## src/design/assert_macros.svh

```systemverilog
`ifndef ASSERT_MACROS_SVH
`define ASSERT_MACROS_SVH

// Clocked check, quiet while reset is asserted
`define MPQ_ASSERT(lbl, prop, msg) \
	lbl: assert property (@(posedge clk) disable iff (!arst_n) (prop)) else $error(msg);

// Condition that must never be seen on a clock edge
`define MPQ_NEVER(lbl, cond, msg) \
	lbl: assert property (@(posedge clk) disable iff (!arst_n) !(cond)) else $error(msg);

`endif

```

## src/design/mpq_pkg.sv

```systemverilog
`timescale 1ns / 1ps

package mpq_pkg;

	localparam int DEPTH  = 64;
	localparam int IDX_W  = $clog2(DEPTH);
	localparam int CNT_W  = 7;
	localparam int VAL_W  = 32;
	localparam int PRIO_W = 8;

	localparam logic [1:0] FUNC_INSERT = 2'd0;
	localparam logic [1:0] FUNC_REMOVE = 2'd1;
	localparam logic [1:0] FUNC_PEEK   = 2'd2;

	localparam logic [1:0] ST_OK    = 2'd0;
	localparam logic [1:0] ST_FULL  = 2'd1;
	localparam logic [1:0] ST_EMPTY = 2'd2;

	typedef struct packed {
		logic [1:0]              func;
		logic signed [VAL_W-1:0] item_value;
		logic [PRIO_W-1:0]       item_priority;
	} mpq_req_t;

	typedef struct packed {
		logic signed [VAL_W-1:0] out_value;
		logic [1:0]              status;
		logic [CNT_W-1:0]        entry_count;
	} mpq_rsp_t;

	typedef struct packed {
		logic req_load;
		logic ins_write;
		logic scan_start;
		logic shift_start;
		logic sweep_run;
		logic cnt_dec;
		logic rsp_load;
	} mpq_cmd_t;

	typedef struct packed {
		logic full;
		logic empty;
		logic sweep_done;
	} mpq_stat_t;

endpackage

```

## src/design/mpq_datapath.sv

```systemverilog
`timescale 1ns / 1ps

module mpq_datapath (
	input  logic             clk,
	input  logic             arst_n,
	input  mpq_pkg::mpq_req_t  req,
	input  mpq_pkg::mpq_cmd_t  cmd,
	output mpq_pkg::mpq_stat_t stat,
	output mpq_pkg::mpq_rsp_t  rsp
);
	import mpq_pkg::*;

	logic [VAL_W-1:0]  vals_mem  [DEPTH];
	logic [PRIO_W-1:0] prios_mem [DEPTH];

	logic [CNT_W-1:0]  cnt_q;
	logic [CNT_W-1:0]  ptr_q;
	logic              shift_mode_q;
	logic              rd_vld_s1;
	logic [IDX_W-1:0]  rd_idx_s1;
	logic [VAL_W-1:0]  rd_val_s1;
	logic [PRIO_W-1:0] rd_prio_s1;
	logic              best_vld_q;
	logic [IDX_W-1:0]  best_idx_q;
	logic [PRIO_W-1:0] best_prio_q;
	logic [VAL_W-1:0]  best_val_q;
	logic [1:0]        func_q;
	logic [1:0]        st_q;
	mpq_rsp_t          rsp_q;
	logic              issue;
	logic              take_best;
	logic              shift_wr;
	logic [IDX_W-1:0]  shift_addr;
	mpq_rsp_t          rsp_d;

	assign issue      = cmd.sweep_run && (ptr_q < cnt_q);
	assign take_best  = rd_vld_s1 && !shift_mode_q &&
	                    (!best_vld_q || (rd_prio_s1 > best_prio_q));
	assign shift_wr   = rd_vld_s1 && shift_mode_q;
	assign shift_addr = rd_idx_s1 - IDX_W'(1);

	assign stat.full       = (cnt_q == CNT_W'(DEPTH));
	assign stat.empty      = (cnt_q == '0);
	assign stat.sweep_done = (ptr_q >= cnt_q) && !rd_vld_s1;

	// storage: one write port, one registered read port
	always_ff @(posedge clk) begin
		if (cmd.ins_write) begin
			vals_mem[cnt_q[IDX_W-1:0]]  <= req.item_value;
			prios_mem[cnt_q[IDX_W-1:0]] <= req.item_priority;
		end else if (shift_wr) begin
			vals_mem[shift_addr]  <= rd_val_s1;
			prios_mem[shift_addr] <= rd_prio_s1;
		end
		if (issue) begin
			rd_val_s1  <= vals_mem[ptr_q[IDX_W-1:0]];
			rd_prio_s1 <= prios_mem[ptr_q[IDX_W-1:0]];
			rd_idx_s1  <= ptr_q[IDX_W-1:0];
		end
	end

	always_ff @(posedge clk or negedge arst_n) begin
		if (!arst_n) begin
			cnt_q        <= '0;
			ptr_q        <= '0;
			shift_mode_q <= 1'b0;
			rd_vld_s1    <= 1'b0;
			best_vld_q   <= 1'b0;
		end else begin
			if (cmd.ins_write)
				cnt_q <= cnt_q + CNT_W'(1);
			else if (cmd.cnt_dec)
				cnt_q <= cnt_q - CNT_W'(1);

			if (cmd.scan_start) begin
				ptr_q        <= '0;
				shift_mode_q <= 1'b0;
			end else if (cmd.shift_start) begin
				// closing the gap: entry k+1 onwards moves down by one
				ptr_q        <= CNT_W'(best_idx_q) + CNT_W'(1);
				shift_mode_q <= 1'b1;
			end else if (issue) begin
				ptr_q <= ptr_q + CNT_W'(1);
			end

			rd_vld_s1 <= issue;

			if (cmd.scan_start)
				best_vld_q <= 1'b0;
			else if (take_best)
				best_vld_q <= 1'b1;
		end
	end

	// strict compare keeps the oldest entry on a tie
	always_ff @(posedge clk) begin
		if (take_best) begin
			best_idx_q  <= rd_idx_s1;
			best_prio_q <= rd_prio_s1;
			best_val_q  <= rd_val_s1;
		end
		if (cmd.req_load) begin
			func_q <= req.func;
			if (req.func == FUNC_INSERT && stat.full)
				st_q <= ST_FULL;
			else if ((req.func == FUNC_REMOVE || req.func == FUNC_PEEK) && stat.empty)
				st_q <= ST_EMPTY;
			else
				st_q <= ST_OK;
		end
		if (cmd.rsp_load)
			rsp_q <= rsp_d;
	end

	always_comb begin
		rsp_d.status      = st_q;
		rsp_d.entry_count = cnt_q;
		if (st_q == ST_OK && (func_q == FUNC_REMOVE || func_q == FUNC_PEEK))
			rsp_d.out_value = best_val_q;
		else
			rsp_d.out_value = '0;
	end

	assign rsp = rsp_q;

endmodule

```

## src/design/mpq_ctrl.sv

```systemverilog
`timescale 1ns / 1ps

module mpq_ctrl (
	input  logic               clk,
	input  logic               arst_n,
	input  logic               req_valid,
	output logic               req_ready,
	input  logic [1:0]         req_func,
	output logic               rsp_valid,
	input  logic               rsp_ready,
	input  mpq_pkg::mpq_stat_t stat,
	output mpq_pkg::mpq_cmd_t  cmd
);
	import mpq_pkg::*;

	localparam logic [1:0] S_IDLE  = 2'd0;
	localparam logic [1:0] S_SCAN  = 2'd1;
	localparam logic [1:0] S_SHIFT = 2'd2;
	localparam logic [1:0] S_DONE  = 2'd3;

	logic [1:0] state_q;
	logic [1:0] state_d;
	logic [1:0] func_q;
	logic       rsp_valid_q;
	logic       accept;
	logic       out_free;

	assign req_ready = (state_q == S_IDLE);
	assign accept    = req_valid && req_ready;
	assign out_free  = !rsp_valid_q || rsp_ready;
	assign rsp_valid = rsp_valid_q;

	always_comb begin
		cmd     = '0;
		state_d = state_q;
		unique case (state_q)
			S_IDLE: begin
				if (accept) begin
					cmd.req_load = 1'b1;
					state_d      = S_DONE;
					if (req_func == FUNC_INSERT) begin
						cmd.ins_write = !stat.full;
					end else if ((req_func == FUNC_REMOVE || req_func == FUNC_PEEK)
					             && !stat.empty) begin
						cmd.scan_start = 1'b1;
						state_d        = S_SCAN;
					end
				end
			end
			S_SCAN: begin
				cmd.sweep_run = 1'b1;
				if (stat.sweep_done) begin
					if (func_q == FUNC_REMOVE) begin
						cmd.shift_start = 1'b1;
						state_d         = S_SHIFT;
					end else begin
						state_d = S_DONE;
					end
				end
			end
			S_SHIFT: begin
				cmd.sweep_run = 1'b1;
				if (stat.sweep_done) begin
					cmd.cnt_dec = 1'b1;
					state_d     = S_DONE;
				end
			end
			S_DONE: begin
				if (out_free) begin
					cmd.rsp_load = 1'b1;
					state_d      = S_IDLE;
				end
			end
			default: state_d = S_IDLE;
		endcase
	end

	always_ff @(posedge clk or negedge arst_n) begin
		if (!arst_n) begin
			state_q     <= S_IDLE;
			func_q      <= FUNC_INSERT;
			rsp_valid_q <= 1'b0;
		end else begin
			state_q <= state_d;
			if (accept)
				func_q <= req_func;
			if (cmd.rsp_load)
				rsp_valid_q <= 1'b1;
			else if (rsp_ready)
				rsp_valid_q <= 1'b0;
		end
	end

endmodule

```

## src/design/max_priority_queue.sv

```systemverilog
`timescale 1ns / 1ps
// beat      | handshake             | payload
// request   | req_valid / req_ready | req : func, item_value, item_priority
// response  | rsp_valid / rsp_ready | rsp : out_value, status, entry_count
//
// Insert, an error or an unused func: the done state follows accept and loads the response.
// Peek scans the n entries held to find the best; remove then closes up the m entries behind
// the best, moving each down by one; one entry read per cycle in each pass.
// Reset clears the count, pointers and valid flags; no clearing pass over the entry store.
// A request is taken while the previous response still waits; the response
// register holds under rsp_ready low and the next one waits behind it.
module max_priority_queue (
	input  logic              clk,
	input  logic              arst_n,
	input  logic              req_valid,
	output logic              req_ready,
	input  mpq_pkg::mpq_req_t req,
	output logic              rsp_valid,
	input  logic              rsp_ready,
	output mpq_pkg::mpq_rsp_t rsp
);
	import mpq_pkg::*;

	`include "assert_macros.svh"

	mpq_cmd_t  cmd;
	mpq_stat_t stat;

	mpq_ctrl u_ctrl (
		.clk       (clk),
		.arst_n    (arst_n),
		.req_valid (req_valid),
		.req_ready (req_ready),
		.req_func  (req.func),
		.rsp_valid (rsp_valid),
		.rsp_ready (rsp_ready),
		.stat      (stat),
		.cmd       (cmd)
	);

	mpq_datapath u_dp (
		.clk    (clk),
		.arst_n (arst_n),
		.req    (req),
		.cmd    (cmd),
		.stat   (stat),
		.rsp    (rsp)
	);

	`MPQ_ASSERT(a_busy_after_accept, (req_valid && req_ready) |=> !req_ready, "accepted while busy")
	`MPQ_ASSERT(a_full_count, (rsp_valid && rsp.status == ST_FULL) |-> (rsp.entry_count == CNT_W'(DEPTH)), "full reported below depth")
	`MPQ_ASSERT(a_empty_resp, (rsp_valid && rsp.status == ST_EMPTY) |-> (rsp.entry_count == '0 && rsp.out_value == '0), "empty response not clean")
	`MPQ_NEVER(a_ins_when_full, cmd.ins_write && stat.full, "write past end of store")

endmodule
```

## config.mk

```make
export PLATFORM = sky130hd
export DESIGN_NAME = max_priority_queue
export DESIGN_NICKNAME = d
export VERILOG_FILES = /design/src/design/mpq_pkg.sv /design/src/design/mpq_datapath.sv /design/src/design/mpq_ctrl.sv /design/src/design/max_priority_queue.sv
export VERILOG_INCLUDE_DIRS = /design/src /design/src/design
export SDC_FILE = /design/constraint.sdc
export NUM_CORES = 2
export LEC_CHECK = 0
export BUFFER_PORTS_ARGS = -buffer_cell sky130_fd_sc_hd__buf_2
export CORE_ASPECT_RATIO = 0.6
export CORE_UTILIZATION = 60
export DETAILED_ROUTE_END_ITERATION = 8
export GPL_TIMING_DRIVEN = 0
export PLACE_DENSITY_LB_ADDON = 0.15
export SLEW_MARGIN = 20
export SYNTH_ARGS = -nofsm -noshare
export SYNTH_HDL_FRONTEND = slang
export SYNTH_SLANG_ARGS = --single-unit
```

## constraint.sdc

```tcl
create_clock -name clk -period 7.9 [get_ports clk]
set_input_delay 0.395 -clock clk [delete_from_list [all_inputs] [get_ports clk]]
set_output_delay 0.395 -clock clk [all_outputs]
set_load 0.005 [all_outputs]
```

==> summary.md <==
The leakage power summed over all cells came out at 36.4 nW. Ranked by total cell area, the synthesized netlist is headed by edfxtp_1, mux4_2, a22oi_1. The number of I/O port buffers was 88; the sum of internal, switching and leakage power was 41.2 mW. Across all setup checks in the final design, the least slack found is 2.84 ns. Net switching is 32.1% of the power. By area, the combinational part of the netlist is dominated by multiplexers.

The number of max-slew violations in the final report was 0; the initial antenna violation count was 16. The root buffer cell was clkbuf_16. The synthesized design spends more area on one cell type than any other, namely edfxtp_1. The synthesized netlist devotes 3.45% of its cell area to compound gates. At the worst endpoint, the required time is 8.43 ns. The tools report the vias after detailed routing as 52300. The post-route clock skew is 0.0688 ns.

The average instance in the mapped netlist occupies 22.9 sq um. Summed over all failing endpoints, the final setup total negative slack is 0 ns. On the critical path, the stage with the largest delay is an instance of buf_2. Counting I/O delays and the setup requirement, the final critical path takes 5.06 ns. The clock transition at the register clock pins on the worst setup and hold paths after CTS came out at 0.07 ns.

The tools report the placement row count as 117. The worst slew margin relative to its limit was 19.7%. By instance count, the leading cell after synthesis is edfxtp_1. Data on the critical path arrives at its endpoint at 5.59 ns.

For the instance count of the mapped netlist, the log shows 4507. The critical register-to-register path endpoint is u_dp.rd_val_s1[27]$_DFFE_PP_. The congestion estimate from routability-driven global placement came to 0.875.

The multiplexer share of the synthesized area is 14.5%. The startpoint class of the critical path is a flip-flop. The maximum VDD drop was 0.000286 V. For this block, the initial DRC count from the detailed router was 8892. The run gives 0.90 ns as the clock latency on the worst-skew pair.

TritonCTS built the clock tree. For this configuration, the core starts out at a cell density of 60.6%. The Yosys warning count is 0.

Cell family contributing the most delay on the critical path: buffers and inverters. The analysis attributes to net switching a power of 13.2 mW. Setup repair after global routing left no endpoint under its margin. The flow ran to the end, and the final reports show no timing, DRC or antenna violations. The first global-routing pass estimated 385 mm of wire. The setup check on the worst reg-to-reg path leaves a slack of 2.84 ns. The clock net in this run drives a total of 2719 sinks. The internal portion of the total power is 28.0 mW. The run gives 4 as the H-tree depth reported by CTS. In this run the horizontal extent of the chip is 537 um. Cell area after technology mapping: 103000 sq um. The signal on the critical path passes through clkbuf_1 -> buf_2 -> buf_2 -> buf_1 -> mux4_2 -> a22oi_1 -> a21oi_1 -> or4_1. The longest individual stage delay on the worst path is 0.84 ns, and the number of synthesized register bits is 2719.

Counting flops with an async set or reset pin after synthesis yields a share of 0.809%. Hold timing on the final database bottoms out at a slack of 0.0254 ns. The primary flip-flop cell chosen by synthesis mapping was edfxtp_1.

The run gives 29.1% as the share of total power in combinational logic. The floorplan step defined a die boundary enclosing 174000 sq um. Of the total synthesized cell area, the portion taken by XOR and XNOR cells is 0.144%. Sequential cells burn 43.5% of the power. The final standard cell area without fillers came out at 118000 sq um. The adder-cell share of the synthesized area was 0.347%; the number of flops mapped to enable cells by yosys was 2697. After detailed placement, the total cell area comes to 110000 sq um.

The count of maximum capacitance violations was 0; the routed wirelength normalized by instance count was 37.1 um. The layout has 10100 filler cells. In this design, the critical path's most frequently occurring cell is buf_2. For this run, the total global-route usage over all layers was measured as 32.3%. The placeable core area was 170000 sq um; the detail-routed via count per cell was 7.05.

Buffers added to address setup during post-CTS repair amount to 0. In this run the worst path has a maximum fanout of 11. Relative to the synthesized area, the layout overhead comes to 13.9%.

The number of distinct library cell variants in the gate-level netlist after synthesis was 50; the post-synthesis simple-gate area fraction was 1.24%. The via count of the first global-routing pass was 50100; the post-synthesis net count was 4581. Ranked by instance count, the synthesized netlist is headed by edfxtp_1, mux4_2, a22oi_1. Cells with a size suffix above 1 make up 27.1% of the layout. In this run the vertical extent of the chip is 323 um.

The slew at the pin with the worst max-slew slack came out at 1.21 ns. Detailed placement ended at an HPWL of 181 mm. Total iterations of the first detailed-routing run: 5.

The achievable clock frequency came out at 198 MHz. The worst-case reg-to-reg path depth is 8, and the power density of the placed cells is 351 nW/um^2. The type of the worst min-delay path was input port to asynchronous set/reset pin.

Before CTS, the worst setup slack after placement is 3.03 ns. The part of the Yosys area used for sequential elements is 79.0%. The worst setup path is captured at a flip-flop. The share of Yosys cell area claimed by the top area cell type is 78.5%. The run gives 7419 as the number of non-filler instances in the completed layout. The final count of hold timing violations was 0. The worst register-to-register path begins at u_dp.ptr_q[1]$_DFFE_PN0P_. Wires add up to 276 mm. Cells fill 69.0% of the core in the end. In this run, placement finished with an instance count of 6989.

For this run, design rule violations remaining after detail routing come to 0. The total buffers and inverters traversed by the critical path was 4. The maximum clock path buffer count came out at 4.

Once detail routing completed, the nets flagged for antenna violations numbered 0. The largest net degree at the start of global routing is 65. The final layout contains 5043 nets. The number of clock buffers added by TritonCTS is 234.

The residual overflow from global routing came out at 0. Per report_power, the clock group accounts for 27.4% of the total. The boundary pin count is 89.

The final count of negative-setup-slack endpoints was 0; the ratio of final minimum period to clock period was 64.0%. The critical path start-end classification is flip-flop to flip-flop.
[worst max-delay path by stage]
stage                                        startpoint                               to  slack, ns  cells past startpoint
after floorplan           u_ctrl.state_q[0]$_DFFE_PN0P_   u_dp.prios_mem[1][0]$_DFFE_PP_       3.64                      9
after global placement         u_dp.rd_vld_s1$_DFF_PN0_    u_dp.best_val_q[20]$_DFFE_PP_      -0.14                      3
after detailed placement      u_dp.ptr_q[1]$_DFFE_PN0P_     u_dp.rd_val_s1[27]$_DFFE_PP_       3.03                      8
after CTS                     u_dp.ptr_q[1]$_DFFE_PN0P_     u_dp.rd_val_s1[27]$_DFFE_PP_       3.00                      8
after global routing          u_dp.cnt_q[4]$_DFFE_PN0P_  u_dp.prios_mem[21][6]$_DFFE_PP_       2.75                      9
final                         u_dp.ptr_q[1]$_DFFE_PN0P_     u_dp.rd_val_s1[27]$_DFFE_PP_       2.84                      8
[worst reg2reg max path, stage by stage, from the launching register on]
cell,delay [ns]
dfrtp_1,0.42
clkbuf_1,0.56
buf_2,0.85
buf_2,0.65
buf_1,0.62
mux4_2,0.46
a22oi_1,0.34
a21oi_1,0.12
or4_1,0.70
[kinds of logic after synthesis]
group,Yosys count
AND/OR/NAND/NOR,236
multiplexers,694
flip-flops,2719
buffers and inverters,277
adder cells (fa/ha/maj),28
AO/OA/AOI/OAI,536
XOR/XNOR,17
[cell type report]
type / instances / area (sq um) / area share (%)
sequential: 2719 / 81500 / 69.4
multi-input combinational: 1511 / 21000 / 17.9
clock buffer: 278 / 6040 / 5.14
timing repair buffer: 226 / 3500 / 2.97
tap: 2261 / 2830 / 2.41
clock inverter: 144 / 1260 / 1.07
buffer: 248 / 1230 / 1.05
inverter: 29 / 111 / 0.0948
antenna: 3 / 7.51 / 0.00639
[repair_timing]
item                      CTS  global route
gates resized for setup     0             0
hold buffers                5             0
hold endpoints to repair   28             0
[power groups by stage]
stage	Clock, mW	Combinational [mW]	Sequential, mW
final	11.3	12.0	17.9
after global routing	11.9	12.5	17.9
after global placement	0	11.3	18.3
after CTS	11.3	11.9	17.9
after floorplan	0	7.21	17.9
after detailed placement	0	11.8	18.2
[cells in the final DEF (no fill, tap or decap), types with 16 or more instances in the layout]
cell type  instances
nor2_4            65
or4_1             41
buf_4             30
clkbuf_16        235
clkbuf_1         160
mux2_4            40
and2_1            36
buf_16            49
o21ai_0           16
clkinv_1          60
bufinv_16         22
edfxtp_1        2697
clkinv_2          48
buf_2            127
a22oi_1          320
mux4_2           640
buf_12            82
buf_1             34
inv_1             28
buf_6             17
nand2_1           21
a21oi_1          169
nand4_1           20
ha_1              27
dfrtp_1           22
[layer usage]
metal	wire [um]	track usage (%)
met5	86	0
met4	7310	8.19
met3	37900	9.13
met2	116000	43.8
met1	114000	52.1
[sequential cells by signal (all words and copies together) (netlist names), 2 cells and up]
signal and flops:
u_ctrl.func_q 2, u_ctrl.state_q 2, u_dp.best_idx_q 6, u_dp.best_prio_q 8
u_dp.best_val_q 32, u_dp.cnt_q 7, u_dp.func_q 2, u_dp.prios_mem 512
u_dp.ptr_q 7, u_dp.rd_idx_s1 6, u_dp.rd_prio_s1 8, u_dp.rd_val_s1 32
u_dp.rsp 41, u_dp.st_q 2, u_dp.vals_mem 2048
No activity file was read; power rests on OpenSTA's default activity.
